File: config.mk
export PLATFORM = sky130hd
export DESIGN_NAME = bfc_queue
export DESIGN_NICKNAME = d
export VERILOG_FILES = /design/src/rtl/assert_macros.svh /design/src/rtl/bfc_pkg.sv /design/src/rtl/bfc_queue.sv
export SDC_FILE = /design/constraint.sdc
export NUM_CORES = 1
export LEC_CHECK = 0
export ABC_AREA = 0
export BUFFER_PORTS_ARGS = -buffer_cell sky130_fd_sc_hd__clkbuf_2
export CAP_MARGIN = 20
export CORE_MARGIN = 2
export CORE_UTILIZATION = 45
export CTS_CLUSTER_DIAMETER = 30
export DETAILED_ROUTE_END_ITERATION = 10
export GPL_ROUTABILITY_DRIVEN = 0
export SETUP_SLACK_MARGIN = 0.2
export SYNTH_ARGS = -nofsm -noshare
export SYNTH_HDL_FRONTEND = slang
export SYNTH_SLANG_ARGS = --single-unit
File: constraint.sdc
create_clock -name i_clk -period 2 [get_ports i_clk]
set_clock_uncertainty 0.05 [all_clocks]
set_input_delay 0.2 -clock i_clk [delete_from_list [all_inputs] [get_ports i_clk]]
set_output_delay 0.2 -clock i_clk [all_outputs]
set_load 0.02 [all_outputs]
File: src/rtl/assert_macros.svh
// Assertion macros shared by the RTL of the box frustum clip classifier.
// No dependencies; included by the files that carry concurrent assertions.
`ifndef ASSERT_MACROS_SVH
`define ASSERT_MACROS_SVH

// Same-cycle implication, disabled while reset is asserted.
`define BFC_ASSERT_IMP(label, clk, rst_n, ante, cons) \
    label: assert property (@(posedge clk) disable iff (!rst_n) (ante) |-> (cons)) \
        else $error("bfc assertion failed");

// Next-cycle implication, disabled while reset is asserted.
`define BFC_ASSERT_NXT(label, clk, rst_n, ante, cons) \
    label: assert property (@(posedge clk) disable iff (!rst_n) (ante) |=> (cons)) \
        else $error("bfc assertion failed");

`endif

File: src/rtl/bfc_pkg.sv
// Package of the box frustum clip classifier: sizes, register reset values
// and the structs passed between the front, the queue and the back part.
// No dependencies.
package bfc_pkg;

    localparam int CORNERS   = 8;
    localparam int CNT_W     = (CORNERS > 1) ? $clog2(CORNERS) : 1;
    localparam int NUM_REGS  = 8;
    localparam int REG_SEL_W = $clog2(NUM_REGS);
    localparam int REG_IDX_W = 4;
    localparam int Q_DEPTH   = 4;
    localparam int Q_PTR_W   = $clog2(Q_DEPTH);

    typedef logic [NUM_REGS-1:0][63:0] t_matrix;

    // The reset matrix is the identity.
    localparam t_matrix MATRIX_RESET = {
        64'h0001_0000_0000_0000, 64'h0, 64'h0000_0000_0001_0000, 64'h0,
        64'h0, 64'h0001_0000_0000_0000, 64'h0, 64'h0000_0000_0001_0000
    };

    typedef struct packed {
        logic depth;
        logic side;
    } t_flags;

    typedef struct packed {
        logic full;
        logic empty;
    } t_q_stat;

    typedef struct packed {
        logic pop;
        logic last;
    } t_back_stat;

endpackage

File: src/rtl/bfc_queue.sv
// Short queue of per-corner flags between the front and the back part.
// Depends on bfc_pkg.
module bfc_queue (
    input  logic                 i_clk,
    input  logic                 i_rst_n,
    input  logic                 i_push,
    input  bfc_pkg::t_flags      i_flags,
    input  logic                 i_pop,
    output bfc_pkg::t_flags      o_flags,
    output bfc_pkg::t_q_stat     o_stat
);
    import bfc_pkg::*;

    t_flags             r_mem [Q_DEPTH];
    logic [Q_PTR_W-1:0] r_wp;
    logic [Q_PTR_W-1:0] r_rp;
    logic [Q_PTR_W:0]   r_cnt;

    always_ff @(posedge i_clk) begin
        if (i_push) begin
            r_mem[r_wp] <= i_flags;
        end
    end

    always_ff @(posedge i_clk) begin
        if (!i_rst_n) begin
            r_wp  <= '0;
            r_rp  <= '0;
            r_cnt <= '0;
        end else begin
            if (i_push) begin
                r_wp <= r_wp + 1'b1;
            end
            if (i_pop) begin
                r_rp <= r_rp + 1'b1;
            end
            if (i_push && !i_pop) begin
                r_cnt <= r_cnt + 1'b1;
            end else if (!i_push && i_pop) begin
                r_cnt <= r_cnt - 1'b1;
            end
        end
    end

    assign o_flags      = r_mem[r_rp];
    assign o_stat.full  = (r_cnt == (Q_PTR_W+1)'(Q_DEPTH));
    assign o_stat.empty = (r_cnt == '0);

endmodule

==> results list <==
* List of cells traversed by the critical path: mux4_2 -> clkbuf_2
- For this run, asynchronously set or reset flops after synthesis account for 0.
- CP Data Required Time: 1750 ps
* Fillcell total: 127
- The first global-routing pass estimated 1593 µm of wire.
- Hold Buf Count CTS: 0
* Result of the run: finished clean
- For this run, design rule violations remaining after detail routing come to 0.
- Clock tree from TritonCTS: done
* Worst IR Drop VDD: 0.5589 mV
- Utilization after layout: 0.5457
- Commonest register cell after synthesis: dfxtp_1
* CTS sink cnt: 17
- Across all layers, the routed design uses 404 vias.
* Number of library cell types mapped by synthesis: 17
- Final sum of negative setup slack: 0 ps
* Endpoints failing setup: 0
- During placement, the flow inserted port buffers numbering 9.
* Number of detailed-routing iterations run before antenna repair: 1
* Actual transition at the worst max-transition pin: 179.9 ps
- Portion of total power attributed to the clock network: 0.246
- Post-synthesis sequential element count: 17
* Worst stage delay on the critical path: 500 ps
* Total Routing Usage GR: 0.1223
- The die is 44.30 µm tall.
- Largest net degree at the start of global routing: 10
- After legalization and detailed placement, the total HPWL measured 684.8 µm.
* Post-CTS Setup Repair Bufs: 0
- Iteration-0 DRC Markers: 0
- Num ports: 10
- Number of global-route vias before repair: 383
- Fmax: 629.0 MHz
- Most frequent cells in the layout: and2_1, dfxtp_1, clkbuf_2
* Final routed wire length divided by cell count: 10.84 µm
- Top cell type's share of synthesized area: 0.3288
* Total standard cell area after synthesis: 730.7 µm²
- Setup repair after global routing left no endpoint under its margin.
* Crit-path leading delay family: multiplexers
- Each instance of the synthesized netlist takes up on average 13.79 µm².
- The tree is rooted in a clkbuf_4.
* Max Cap Violations: 0
- The max-slew violation count is 0.
* Global route overflow: 0
* Clock-pin slew on the worst setup and hold paths: 90 ps
- Of the synthesized area, sequential elements account for 0.5753.
- Endpoint class of the critical path: primary output
* Post-synthesis net count: 65
* Worst Setup Start Kind: register
- Power comes to 0.0007254 W.
- The number of antenna diodes in the final layout is 0.
- Row count: 14
* Leading post-synthesis cells by cell area: edfxtp_1, dfxtp_1, ha_1, and2_1, mux4_2
- Yosys warnings: 0
* Post-route ant nets: 0
* Final number of hold-violating endpoints: 0
- CTS built an H-tree with a depth of 1.
* Placed Cells incl. Taps: 78
- Summed over all instances, the cell type with the most area after synthesis is edfxtp_1.
* Critical path class: register to primary output
- Number of synthesized flops with an enable pin: 8
* Final wirelength: 889 µm
- Combinational share of power: 0.178
- In the routed layout, each cell is associated on average with a via count of 4.927.
- Synthesized instance count: 53
- P_leak: 0.3404 nW
* Cell with the largest stage delay on the worst path: mux4_2
- The share of total power dissipated in sequential elements is 0.576.
* Buffers from clock root to sink, at most: 2
* Net switching fraction of the power: 0.2615
- Power spread over the standard cell area amounts to 882.5 mW/mm².
* Starting Density: 0.4850
- In the final design database the tool counted 79 nets.
- The clock reaches the later pin of the worst-skew pair after 290 ps.
- The number of antenna violations at the first check in global routing was 0.
- The analysis attributes to net switching a power of 0.0001897 W.
- Headroom to the max-slew limit came out at 0.8799.
- Excluding fillers, the count of instances in the completed layout stands at 82.
- Post-CTS repair changed the size of 0 cells.
- Share of the clock period used by the worst path after layout: 0.7949
- Die Outline Area: 0.001962 mm²
* Final min period: 1590 ps
- Along the worst path, the maximum fanout reaches 2.
- Fraction of final layout cells with drive strength greater than 1: 0.2121
- Type of the most critical hold path: primary input to register
- The region available for standard cell placement spans 0.001506 mm².
* DIE WIDTH: 44.30 µm
* Synthesis-to-finish area growth: 12.50%
- STA puts the critical path data arrival time at 1340 ps.
* TritonCTS buffer count: 3
* P_int: 0.0005357 W
- CP bufs+invs: 1
per-stage QoR:
stage	instance area (µm²)	hold WS (ps)	worst slack (ps)
2_1_floorplan	730.7	248.9	509.0
3_3_place_gp	795.8	379.5	303.1
3_5_place_dp	795.8	382.8	311.9
4_1_cts	822.0	72.56	380.5
5_1_grt	822.0	72.06	324.3
6_report	822.0	81.81	410.3
per-layer routing:
| metal | share of wire | track usage |
|---|---|---|
| met3 | 0.055 | 0.07347 |
| met2 | 0.48 | 0.1882 |
| met1 | 0.44 | 0.1277 |
| met5 | 0 | 0 |
| met4 | 0.021 | 0.07273 |
cells by family (layout without fill, tap and decap cells):
group / after synthesis / count (layout) / synth area share
xor gates and xnor gates: 5 / 5 / 0.05994
buffers and inverters: 4 / 17 / 0.02054
DFF: 17 / 17 / 0.5753
muxes: 4 / 4 / 0.08904
adders and majority gates: 6 / 6 / 0.1130
AOI/OAI and AO/OA: 2 / 2 / 0.01712
and+or+nand+nor: 15 / 15 / 0.1250
worst paths after layout:
kind | start | end | slack [ps] | cells past startpoint
worst min-delay path | i_flags[1] | r_mem[2][1] | 80 | 1
worst min register to register | r_cnt[2] | r_cnt[2] | 460 | 2
worst max-delay path | register | o_flags[1] | 410 | 2
worst max register to register | r_cnt[0] | r_cnt[2] | 500 | 4
power groups by stage:
stage	sequential (W)	clock, W	combinational, W
6_report	0.000418	0.000178	0.000129
5_1_grt	0.000423	0.000205	0.000146
4_1_cts	0.000419	0.000189	0.000131
3_5_place_dp	0.000427	0	0.000130
3_3_place_gp	0.000427	0	0.000129
2_1_floorplan	0.000422	0	0.0000970
cell type report:
cell class	count	area (µm²)	area share
Sequential cell	17	420.4	0.5114
Multi-Input combinational cell	32	295.3	0.3592
Timing Repair Buffer	9	45.04	0.05479
Clock buffer	4	26.28	0.03196
Tap cell	16	20.02	0.02435
Inverter	4	15.01	0.01826
Yosys cell counts, types with 2 or more instances:
cell,n
and2_1,9
dfxtp_1,9
edfxtp_1,8
ha_1,5
inv_1,4
xor2_1,3
mux2i_1,2
mux4_2,2
nor2b_1,2
xnor2_1,2
(Power assumes the default switching activity.)
