--- src/rtl/assert_macros.svh ---
// Assertion macros shared by the RTL of the box frustum clip classifier.
// No dependencies; included by the files that carry concurrent assertions.
`ifndef ASSERT_MACROS_SVH
`define ASSERT_MACROS_SVH

// Same-cycle implication, disabled while reset is asserted.
`define BFC_ASSERT_IMP(label, clk, rst_n, ante, cons) \
    label: assert property (@(posedge clk) disable iff (!rst_n) (ante) |-> (cons)) \
        else $error("bfc assertion failed");

// Next-cycle implication, disabled while reset is asserted.
`define BFC_ASSERT_NXT(label, clk, rst_n, ante, cons) \
    label: assert property (@(posedge clk) disable iff (!rst_n) (ante) |=> (cons)) \
        else $error("bfc assertion failed");

`endif

--- src/rtl/bfc_pkg.sv ---
// Package of the box frustum clip classifier: sizes, register reset values
// and the structs passed between the front, the queue and the back part.
// No dependencies.
package bfc_pkg;

    localparam int CORNERS   = 8;
    localparam int CNT_W     = (CORNERS > 1) ? $clog2(CORNERS) : 1;
    localparam int NUM_REGS  = 8;
    localparam int REG_SEL_W = $clog2(NUM_REGS);
    localparam int REG_IDX_W = 4;
    localparam int Q_DEPTH   = 4;
    localparam int Q_PTR_W   = $clog2(Q_DEPTH);

    typedef logic [NUM_REGS-1:0][63:0] t_matrix;

    // The reset matrix is the identity.
    localparam t_matrix MATRIX_RESET = {
        64'h0001_0000_0000_0000, 64'h0, 64'h0000_0000_0001_0000, 64'h0,
        64'h0, 64'h0001_0000_0000_0000, 64'h0, 64'h0000_0000_0001_0000
    };

    typedef struct packed {
        logic depth;
        logic side;
    } t_flags;

    typedef struct packed {
        logic full;
        logic empty;
    } t_q_stat;

    typedef struct packed {
        logic pop;
        logic last;
    } t_back_stat;

endpackage

--- src/rtl/bfc_back.sv ---
// Back part: ORs the corner flags over a box and holds the result word.
// Depends on bfc_pkg.
module bfc_back (
    input  logic                 i_clk,
    input  logic                 i_rst_n,
    input  bfc_pkg::t_flags      i_flags,
    input  logic                 i_q_empty,
    output bfc_pkg::t_back_stat  o_stat,
    output logic                 o_valid,
    input  logic                 i_ready,
    output logic                 o_depth_clip,
    output logic                 o_side_clip
);
    import bfc_pkg::*;

    logic [CNT_W-1:0] r_cnt;
    t_flags           r_seen;
    logic             r_ov;
    t_flags           r_out;
    logic             w_last;
    logic             w_pop;

    assign w_last = (r_cnt == CNT_W'(CORNERS - 1));
    assign w_pop  = !i_q_empty && (!w_last || !r_ov || i_ready);

    always_ff @(posedge i_clk) begin
        if (!i_rst_n) begin
            r_cnt  <= '0;
            r_seen <= '0;
            r_ov   <= 1'b0;
        end else begin
            if (w_pop) begin
                if (w_last) begin
                    r_cnt  <= '0;
                    r_seen <= '0;
                end else begin
                    r_cnt  <= r_cnt + 1'b1;
                    r_seen <= r_seen | i_flags;
                end
            end
            if (w_pop && w_last) begin
                r_ov <= 1'b1;
            end else if (i_ready) begin
                r_ov <= 1'b0;
            end
        end
    end

    always_ff @(posedge i_clk) begin
        if (w_pop && w_last) begin
            r_out <= r_seen | i_flags;
        end
    end

    assign o_stat.pop   = w_pop;
    assign o_stat.last  = w_last;
    assign o_valid      = r_ov;
    assign o_depth_clip = r_out.depth;
    assign o_side_clip  = r_out.side;

endmodule

--- config.mk ---
export PLATFORM = sky130hd
export DESIGN_NAME = bfc_back
export DESIGN_NICKNAME = d
export VERILOG_FILES = /design/src/rtl/assert_macros.svh /design/src/rtl/bfc_pkg.sv /design/src/rtl/bfc_back.sv
export SDC_FILE = /design/constraint.sdc
export NUM_CORES = 1
export LEC_CHECK = 0
export BUFFER_PORTS_ARGS = -buffer_cell sky130_fd_sc_hd__buf_4
export CAP_MARGIN = 25
export CORE_AREA = 2 2 39 41
export CTS_BUF_LIST = sky130_fd_sc_hd__clkbuf_16
export DETAILED_ROUTE_END_ITERATION = 12
export DIE_AREA = 0 0 41 43
export PLACE_DENSITY = 0.53
export SYNTH_ARGS = -nofsm -noshare
export SYNTH_HDL_FRONTEND = slang
export SYNTH_SLANG_ARGS = --single-unit
export TNS_END_PERCENT = 5
--- constraint.sdc ---
create_clock -name i_clk -period 1.6 [get_ports i_clk]
set_input_delay 0.32 -clock i_clk [delete_from_list [all_inputs] [get_ports i_clk]]
set_output_delay 0.32 -clock i_clk [all_outputs]
set_load 0.02 [all_outputs]
==> impl_metrics.env <==
export IMPL_vias=283
export IMPL_worstHoldStart="i_flags[0]"
export IMPL_yosysWarnings=0
export IMPL_tns_ns=0
export IMPL_reg2reg_slack_ns=0.22
export IMPL_dp_cells=61
export IMPL_yosysSeqAreaShare_pct=45.3
export IMPL_clk_latency_ns=0.23
export IMPL_cell_internal_pwr_w=0.000567
export IMPL_initial_core_util_pct=28.8
export IMPL_n_antenna_cell=0
export IMPL_core_area_mm2=0.00138
export IMPL_start_kind="flop"
export IMPL_endpoint_kind="output port"
export IMPL_regToRegEndpoint="o_depth_clip"
export IMPL_p_comb_share_pct=6.8
export IMPL_ir_worst_vdd_mv=0.886
export IMPL_wirelength_um=713
export IMPL_period_share_pct=96.6
export IMPL_die_area_mm2=0.00176
export IMPL_drv_cap=0
export IMPL_switching_share_pct=17.0
export IMPL_worstHoldPathType="in2reg"
export IMPL_die_w_um=41
export IMPL_status="finished, final reports clean"
export IMPL_synth_area_um2=398
export IMPL_row_count=14
export IMPL_overflow=0
export IMPL_cts_hold_buffers=0
export IMPL_place_congestion=0.631
export IMPL_grt_max_degree=10
export IMPL_cts_setup_buffers=0
export IMPL_synth_distinct_cells=16
export IMPL_syn_to_final_growth_pct=42.1
export IMPL_ctsHtreeMaxLevel=1
export IMPL_cp_data_required_time_ns=1.28
export IMPL_fin_skew_ns=0.000599
export IMPL_fillers=145
export IMPL_synth_nets=45
export IMPL_io_pins=11
export IMPL_hold_depth=2
export IMPL_clk_pin_slew_ns=0.04
export IMPL_drt_iter0_markers=1
export IMPL_grt_pass1_vias=312
export IMPL_tritoncts="built"
export IMPL_final_cell_mix="buf_4, dfxtp_1, nand2_1"
export IMPL_hold_violations=0
export IMPL_routedWlPerCell_um=11.1
export IMPL_relSlewSlack_pct=85.0
export IMPL_setup_viol=0
export IMPL_worst_pin_slew_ns=0.225
export IMPL_port_buffers=10
export IMPL_drive_gt1_share_pct=43.8
export IMPL_reg2regPathDepth=4
export IMPL_grt_pass1_wl_um=1260
export IMPL_path_max_fanout=6
export IMPL_p_total_w=0.000683
export IMPL_dp_worst_setup_slack_ns=0.106
export IMPL_switchingPower_w=0.000116
export IMPL_die_h_um=43
export IMPL_postRouteAntennaNets=0
export IMPL_synth_seq_cells=8
export IMPL_crit_chain="ha_1 -> ha_4 -> a21oi_4 -> buf_4"
export IMPL_clockRootBuffer="clkbuf_16"
export IMPL_numClockSinks=8
export IMPL_min_to="o_side_clip"
export IMPL_maxSlewViolCount=0
export IMPL_drc=0
export IMPL_finalNonFillerCells=64
export IMPL_nets=58
export IMPL_fmax_mhz=647
export IMPL_grt_util_all_layers_pct=10.7
export IMPL_drt_first_pass_iters=4
export IMPL_crit_path_top_delay_cell="dfxtp_1"
export IMPL_setup_slack_ns=0.0541
export IMPL_synthCells=37
export IMPL_arrival_ns=1.23
export IMPL_reg2reg_from="r_cnt[0]"
export IMPL_antenna_found_initial=0
export IMPL_rsz0062_at_grt="false"
export IMPL_max_stage_delay_ns=0.31
export IMPL_cts_inserted_buffers=3
export IMPL_finalCriticalPeriod_ns=1.55
export IMPL_p_per_area_mw_per_mm2=1210
export IMPL_final_common_cell="buf_4"
export IMPL_pwr_share_seq_pct=32.8
export IMPL_power_clock_fraction_pct=60.4
export IMPL_p_leak_nw=0.245
export IMPL_critPathKind="reg2out"
export IMPL_fin_util_pct=40.9
export IMPL_avgSynthCellArea_um2=10.8
export IMPL_clock_path_buffers=2
export IMPL_viasPerCell=4.42
[power groups by stage]
stage               clock [W]  combinational [W]  sequential, W
floorplan                   0          0.0000304       0.000225
detailed placement          0          0.0000473       0.000227
global route         0.000436          0.0000548       0.000225
global placement            0          0.0000467       0.000227
finish               0.000413          0.0000467       0.000224
CTS                  0.000423          0.0000473       0.000224
[synthesized netlist by cell type, drive strengths merged]
master  count  area, µm²
a21boi      2       15.0
and2b       4       33.8
nand2       5       18.8
edfxtp      2       60.1
mux2i       2       20.0
o21a        1       7.51
or2         2       12.5
a21oi       1       16.3
ha          2       25.0
buf         3       22.5
nor2b       1       6.26
o21ai       3       15.0
o21bai      2       15.0
or4b        1       10.0
dfxtp       6        120
[cells by family after synthesis]
family / synth area share [%]
adders and majority gates: 6.29
muxes: 5.03
AOI/OAI and AO/OA: 17.3
DFF: 45.3
buffers and inverters: 5.66
and+or+nand+nor: 20.4
[through the flow]
step	cell area, µm²	hold WS, ns
after floorplan	398	0.438
after global routing	566	0.379
final	566	0.371
after detailed placement	478	0.462
after global placement	478	0.454
after CTS	556	0.375
[worst max-delay path: cells and delay by family, from the launching register on]
| family | cells | cell delay (ns) |
|---|---|---|
| adder cells (fa/ha/maj) | 2 | 0.42 |
| AO/OA/AOI/OAI | 1 | 0.12 |
| buffers and inverters | 1 | 0.15 |
| flip-flops | 1 | 0.31 |
[layer usage]
layer,track usage (%),vias to the layer above,part of all wire (%)
li1,-,149,-
met2,16.9,5,52
met5,0,-,0
met4,2.00,0,0
met1,12.2,129,43
met3,6.28,0,4.5
[how the worst max path moves through the flow]
stage	start	end	slack [ns]	cells past startpoint
global route	r_cnt[0]	o_stat[1]	0.004	4
detailed placement	r_cnt[0]	o_depth_clip	0.11	4
floorplan	r_cnt[0]	o_stat[1]	0.22	4
global placement	r_cnt[0]	o_depth_clip	0.18	4
CTS	r_cnt[0]	o_stat[1]	0.03	4
finish	r_cnt[0]	o_stat[1]	0.05	4
[timing repair]
| item | in CTS | in global routing |
|---|---|---|
| gates cloned | 0 | 0 |
| gates resized for setup | 1 | 1 |
| endpoints found under the setup margin | 1 | 1 |
[registers in the layout (all words and copies together), names as in the netlist]
signal and flops:
o_valid 1, o_side_clip 1, o_depth_clip 1, r_cnt 3, r_seen 2
[layout make-up]
class / instances / area (µm²) / share of cell area, %
Timing Repair Buffer: 11 / 82.6 / 14.6
Clock buffer: 3 / 75.1 / 13.3
Multi-Input combinational cell: 26 / 208 / 36.7
Tap cell: 16 / 20.0 / 3.54
Sequential cell: 8 / 180 / 31.9
Note: power is estimated with default switching activity, not from simulation.
